<file path="src/rtl/core/sem_pkg.sv">
// Package: types, widths and codes of the sphere edge midpoint normaliser.
package sem_pkg;

   localparam int COORD_FRAC_BITS = 14;
   localparam int COORD_W         = 16;
   localparam int EDGE_W          = 2;
   localparam int N_EDGES         = 3;
   localparam int ITEM_CYCLES     = N_EDGES;
   localparam int COOL_W          = $clog2(ITEM_CYCLES);

   // |midpoint component| <= 2^15, so it fits COORD_W unsigned bits
   localparam int MAG_W      = COORD_W;
   localparam int SQ_W       = 2 * MAG_W;
   localparam int ROOT_W     = SQ_W / 2;
   localparam int SQ_STAGES  = ROOT_W / 2;
   localparam int NUM_W      = MAG_W + COORD_FRAC_BITS;
   localparam int QUO_W      = COORD_FRAC_BITS + 1;
   localparam int DIV_STAGES = (QUO_W + 1) / 2;
   localparam int EXT_W      = ((QUO_W > COORD_W) ? QUO_W : COORD_W) + 1;
   localparam int DIV_LAT    = DIV_STAGES + 2;
   localparam int LANE_LAT   = 3 + SQ_STAGES + DIV_LAT;

   typedef enum logic [EDGE_W-1:0] {
      EDGE_AB = 2'd0,
      EDGE_BC = 2'd1,
      EDGE_CA = 2'd2
   } edge_type;

   typedef struct packed {
      logic signed [COORD_W-1:0] x;
      logic signed [COORD_W-1:0] y;
      logic signed [COORD_W-1:0] z;
   } vec_type;

   typedef struct packed {
      logic signed [COORD_W-1:0] a_x;
      logic signed [COORD_W-1:0] a_y;
      logic signed [COORD_W-1:0] a_z;
      logic signed [COORD_W-1:0] b_x;
      logic signed [COORD_W-1:0] b_y;
      logic signed [COORD_W-1:0] b_z;
      logic signed [COORD_W-1:0] c_x;
      logic signed [COORD_W-1:0] c_y;
      logic signed [COORD_W-1:0] c_z;
   } req_type;

   typedef struct packed {
      logic signed [COORD_W-1:0] mid_x;
      logic signed [COORD_W-1:0] mid_y;
      logic signed [COORD_W-1:0] mid_z;
      logic [EDGE_W-1:0]         edge_id;
      logic                      last_of_run;
      logic                      degenerate;
   } rsp_type;

   typedef struct packed {
      logic signed [COORD_W-1:0] mid_x;
      logic signed [COORD_W-1:0] mid_y;
      logic signed [COORD_W-1:0] mid_z;
      logic                      degenerate;
   } lane_res_type;

endpackage

</file>
<file path="src/rtl/core/sem_merge.sv">
// Merging stage: serialises the three lane results of an item, ab then bc then ca.
module sem_merge (
   input  logic                  clock,
   input  logic                  reset,
   input  logic                  done,
   input  sem_pkg::lane_res_type res [0:sem_pkg::N_EDGES-1],
   output logic                  rsp_strobe,
   output sem_pkg::rsp_type      rsp_payload
);

   sem_pkg::lane_res_type hold_ff [0:sem_pkg::N_EDGES-1];
   sem_pkg::edge_type     phase_ff;
   logic                  act_ff;
   logic                  strobe_ff;
   sem_pkg::rsp_type      rsp_ff;

   always_ff @(posedge clock) begin
      if (reset) begin
         act_ff    <= 1'b0;
         strobe_ff <= 1'b0;
         phase_ff  <= sem_pkg::EDGE_AB;
      end else if (done) begin
         act_ff    <= 1'b1;
         strobe_ff <= 1'b1;
         phase_ff  <= sem_pkg::EDGE_BC;
      end else if (act_ff) begin
         strobe_ff <= 1'b1;
         unique case (phase_ff)
            sem_pkg::EDGE_BC: begin
               phase_ff <= sem_pkg::EDGE_CA;
            end
            default: begin
               act_ff   <= 1'b0;
               phase_ff <= sem_pkg::EDGE_AB;
            end
         endcase
      end else begin
         strobe_ff <= 1'b0;
      end
   end

   // payload registers, no reset
   always_ff @(posedge clock) begin
      if (done) begin
         hold_ff                <= res;
         rsp_ff.mid_x           <= res[0].mid_x;
         rsp_ff.mid_y           <= res[0].mid_y;
         rsp_ff.mid_z           <= res[0].mid_z;
         rsp_ff.degenerate      <= res[0].degenerate;
         rsp_ff.edge_id         <= sem_pkg::EDGE_AB;
         rsp_ff.last_of_run     <= 1'b0;
      end else begin
         rsp_ff.mid_x           <= hold_ff[phase_ff].mid_x;
         rsp_ff.mid_y           <= hold_ff[phase_ff].mid_y;
         rsp_ff.mid_z           <= hold_ff[phase_ff].mid_z;
         rsp_ff.degenerate      <= hold_ff[phase_ff].degenerate;
         rsp_ff.edge_id         <= phase_ff;
         rsp_ff.last_of_run     <= (phase_ff == sem_pkg::EDGE_CA);
      end
   end

   assign rsp_strobe  = strobe_ff;
   assign rsp_payload = rsp_ff;

endmodule

</file>
<file path="config.mk">
export PLATFORM = sky130hd
export DESIGN_NAME = sem_merge
export DESIGN_NICKNAME = d
export VERILOG_FILES = /design/src/rtl/core/sem_pkg.sv /design/src/rtl/core/sem_merge.sv
export SDC_FILE = /design/constraint.sdc
export NUM_CORES = 1
export LEC_CHECK = 0
export BUFFER_PORTS_ARGS = -buffer_cell sky130_fd_sc_hd__buf_4
export CAP_MARGIN = 10
export CORE_ASPECT_RATIO = 0.75
export CORE_MARGIN = 5
export CORE_UTILIZATION = 30
export CTS_CLUSTER_DIAMETER = 150
export DETAILED_ROUTE_END_ITERATION = 12
export PLACE_DENSITY_LB_ADDON = 0.2
export SLEW_MARGIN = 20
export SYNTH_ARGS = -nofsm -noshare
export SYNTH_HDL_FRONTEND = slang
export SYNTH_SLANG_ARGS = --single-unit
</file>
<file path="constraint.sdc">
create_clock -name clock -period 2.76 [get_ports clock]
set_clock_uncertainty 0.2 [all_clocks]
set_input_delay 0.276 -clock clock [delete_from_list [all_inputs] [get_ports clock]]
set_output_delay 0.276 -clock clock [all_outputs]
set_load 0.02 [all_outputs]
</file>
Word level (Yosys, flattened, before mapping)
Cells that the tools add are included.
{"block": "totals", "elab_cells": 40, "in_bits": 150, "output_inout_bits": 53, "ff_bits": 203}
{"block": "classes", "n_bitwise": 1, "muxes": 12, "n_eq_ne": 2, "magnitude_cmp": 1, "reduce_logical": 2}
{"operator": "49-bit binary-select mux with 2-bit select", "n": 1}
{"operator": "49-bit two-way mux", "n": 2}
{"operator": "52-bit two-way mux", "n": 1}
{"operator": "1-bit two-way mux", "n": 7}
{"operator": "3-bit >= comparator, second input constant", "n": 1}
{"operator": "2-bit inverter with 3-bit output", "n": 1}
{"operator": "2-bit by 1-bit equality test with 1-bit output, second input constant", "n": 1}
{"operator": "2-bit equality test, second input constant", "n": 1}
{"operator": "2-bit two-way mux", "n": 1}
{"operator": "2-bit nonzero test", "n": 1}
{"operator": "2-bit OR reduction", "n": 1}

Longest topological paths before layout
{"block": "depth", "word_depth": 5, "ltp_mapped": 5, "depth_no_buf": 2}

Worst setup path before layout
No wires, ideal clock.
{"block": "synth_timing", "path_kind": "reg2reg", "from": "register phase_ff[1]", "to": "register rsp_ff (netlist bit rsp_payload[36])", "setup_ns": 0.124, "path_slack_ns": 1.395, "t_required_ns": 2.436, "synth_period_minus_slack_ns": 1.365, "t_arrival_ns": 1.040, "stages_incl_launch_ff": 6, "cell_sequence": "dfxtp_1 > buf_4 > buf_6 > buf_4 > mux2i_1 > o211ai_2"}
{"block": "synth_via", "elab_chain_len": 5}
{"element": "from (decl)", "line": "sem_merge.sv:12", "rtl": "sem_pkg::edge_type phase_ff;"}
{"element": "from (signal assigned)", "line": "sem_merge.sv:21", "rtl": "phase_ff <= sem_pkg::EDGE_AB;"}
{"element": "from (signal assigned)", "line": "sem_merge.sv:25", "rtl": "phase_ff <= sem_pkg::EDGE_BC;"}
{"element": "from (signal assigned)", "line": "sem_merge.sv:30", "rtl": "phase_ff <= sem_pkg::EDGE_CA;"}
{"element": "2-bit inverter with 3-bit output (implied by the code)", "line": "sem_merge.sv:53", "rtl": "rsp_ff.mid_x <= hold_ff[phase_ff].mid_x;"}
{"element": "49-bit binary-select mux with 2-bit select", "line": "sem_merge.sv:53"}
{"element": "49-bit two-way mux (2 in a row)"}
{"element": "52-bit two-way mux", "line": "sem_merge.sv:44", "rtl": "if (done) begin"}
{"element": "to (decl)", "line": "sem_merge.sv:15", "rtl": "sem_pkg::rsp_type rsp_ff;"}
No other way between the ends. The select of a mux whose other input is x is not followed.
A chain may end at the register's enable or synchronous reset.

Worst setup path in the final report
{"block": "layout_timing", "from": "register phase_ff[1]", "to": "register rsp_ff (netlist bit rsp_payload[4])"}
{"block": "layout_via", "elab_chain_len": 5}
{"element": "2-bit inverter with 3-bit output (implied by the code)", "line": "sem_merge.sv:55", "rtl": "rsp_ff.mid_z <= hold_ff[phase_ff].mid_z;"}
{"element": "49-bit binary-select mux with 2-bit select", "line": "sem_merge.sv:55"}
{"element": "49-bit two-way mux (2 in a row)"}
{"element": "52-bit two-way mux", "line": "sem_merge.sv:44"}
No other way between the ends. The select of a mux whose other input is x is not followed.

==> results.cfg <==
[status]
status = complete, no violations

[routing]
first_pass_iters = 4
wl_per_cell_um = 16.7
drtIter0Drc = 255
route.vias.total = 5104
drc = 0
antenna_left = 0
wirelength_um = 19200
viasPerCell = 4.44

[cells_and_area]
instances_no_fill = 1149
diodes = 0
final_layout_size_suffix_gt1_frac = 0.318
final_nets = 952
layout_commonest_cell = buf_4
final_cell_mix = 215 x buf_4, 148 x dlygate4sd3_1, 147 x edfxtp_1
area_delta_synth_final_pct = 54.4

[sta]
clock.fmax_mhz = 515
rsz0062_at_grt = no
finalCritPeriodShare = 0.704
finalSetupViolCount = 0
hold_viol_final = 0
relSlewSlack = 0.482
slew_viol_final = 0
tns_ps = 0
post-route-min-period_ps = 1940
worstMarginPinSlew_ps = 776

[yosys]
syn-instance-count = 445
ys_seq_elements = 203
netlist_area_sq_um = 7440
synthesis.nets = 595
seq_area_frac_synth = 0.744
yosys_warnings = 0
syn_area_per_cell_sq_um = 16.7
synth_cell_types = 20

[setup_path]
path_buf_inv = 1
critPathTopFamily = flip-flops
path_max_fanout = 52
crit_type = reg2reg
crit_chain = buf_4 > mux2i_1 > o211ai_1
cp.required_ps = 2920
cp_slowest_stage_delay_ps = 830
crit_path_end_kind = flop
cp.arrival_ps = 2100
cp-start-kind = flop
crit_slowest_cell = dfxtp_4

[floorplan]
dieArea_sq_um = 28100
die_height_um = 146
io-pin-count = 203
initial_core_util = 0.307
core-area_sq_um = 24200
die_width_um = 192
rows = 49

[cts]
cts_max_level = 1
cts_tree = built
path_clk_slew_ps = 60
clkLatencyLatePin_ps = 490
cts_sinks = 203
clockRootBuffer = clkbuf_16
cts_buffers = 22
post_cts_buffers = 0
clockBufferDepth = 3

[placed_design]
port_buffers = 202
placedCellCount = 961
dpl.hpwl_um = 11900
place_congestion = 0.737

[global_routing]
use_met3 = 0.0332
use_met2 = 0.209
grt_busiest_layer = met2
antenna_found_initial = 0
grt_pass1_vias = 5473
use_met1 = 0.184
grt_max_degree = 68
grt-ovfl-total = 0
grt_pass1_wl_um = 29700
grtUsageTotal = 0.132

[power]
ir_drop_mv = 0.353
p_per_area_nw_per_um2 = 627
pwr-share-comb = 0.123
seqPwrFrac = 0.504
switching_share = 0.227
internal-power_mw = 5.56
p_sw_mw = 1.63
p_clk_frac = 0.373
leakagePower_nw = 4.35

[worst_hold_path]
hp-class = in2reg

[flow_run]
maxCapViolCount = 0
## state kept, by name, indices dropped and copies added (netlist names)
signal	flops
act_ff	1
hold_ff	147
phase_ff	2
rsp_payload	52
rsp_strobe	1
## metal layers
metal  wire (um)  up-vias
li1            -     2446
met1        8700     2455
met2        8920      175
met3        1280       28
met4         332        0
met5           0        -
## power by group through the flow
stage                     Clock, mW  Sequential, mW  Combinational (mW)
after floorplan                   0            3.77               0.198
after global placement            0            3.69               0.709
after detailed placement          0            3.69               0.720
after CTS                      2.78            3.63               0.894
after global routing           2.91            3.65               0.953
final                          2.68            3.63               0.885
## path summary, 6_finish.rpt
kind	startpoint	endpoint	slack (ps)	cells after the start
min reg2reg	act_ff$_SDFF_PP0_	rsp_strobe$_SDFF_PP0_	310	2
max reg2reg	phase_ff[1]$_SDFFE_PP0P_	rsp_payload[4]$_DFF_P_	820	3
max	phase_ff[1]$_SDFFE_PP0P_	rsp_payload[4]$_DFF_P_	820	3
min	done	hold_ff[67]$_DFFE_PP_	140	1
## stage by stage
step	setup WS [ps]	power, mW	cell area, sq um	hold slack, ps	util
after global placement	862	4.40	9340	255	0.386
after floorplan	1400	3.97	7440	145	-
after global routing	688	7.52	11500	152	0.474
final	817	7.20	11500	140	0.474
after detailed placement	798	4.41	9340	256	0.386
after CTS	785	7.30	11500	134	0.474
## final cells by class
class                      count  area (sq um)
tap                          331           414
fill                        2089         12700
multi-input combinational    208          1710
inverter                       1          3.75
clock buffer                  29           598
timing repair buffer         366          3150
clock inverter                11          62.6
sequential                   203          5540
## timing repair
action                                 CTS  global route
hold buffers                           148             0
setup endpoints to repair                0             0
endpoints found under the hold margin  200             0
resized for setup                        0             0
## cells in the mapped netlist
cell type,count,area share
or2_1,1,0.00084
a211oi_1,1,0.0010
buf_2,10,0.0067
buf_4,5,0.0050
nand2b_1,2,0.0017
nand3b_1,1,0.0010
mux2i_1,49,0.066
edfxtp_1,147,0.59
nand4bb_1,46,0.070
or4bb_1,3,0.0045
nor2_1,2,0.0010
buf_6,4,0.0061
nor2b_1,3,0.0025
o211ai_2,10,0.017
inv_1,1,0.00050
clkbuf_1,14,0.0071
nand2_1,49,0.025
dfxtp_1,56,0.15
a21oi_1,2,0.0013
o211ai_1,39,0.039
## logic make-up after synthesis
logic type / after synthesis / synth area share
buf+inv: 34 / 0.0254
mux: 49 / 0.0659
simple gates: 107 / 0.106
flops: 203 / 0.744
compound gates: 52 / 0.0585
Note: power is estimated with default switching activity, not from simulation.
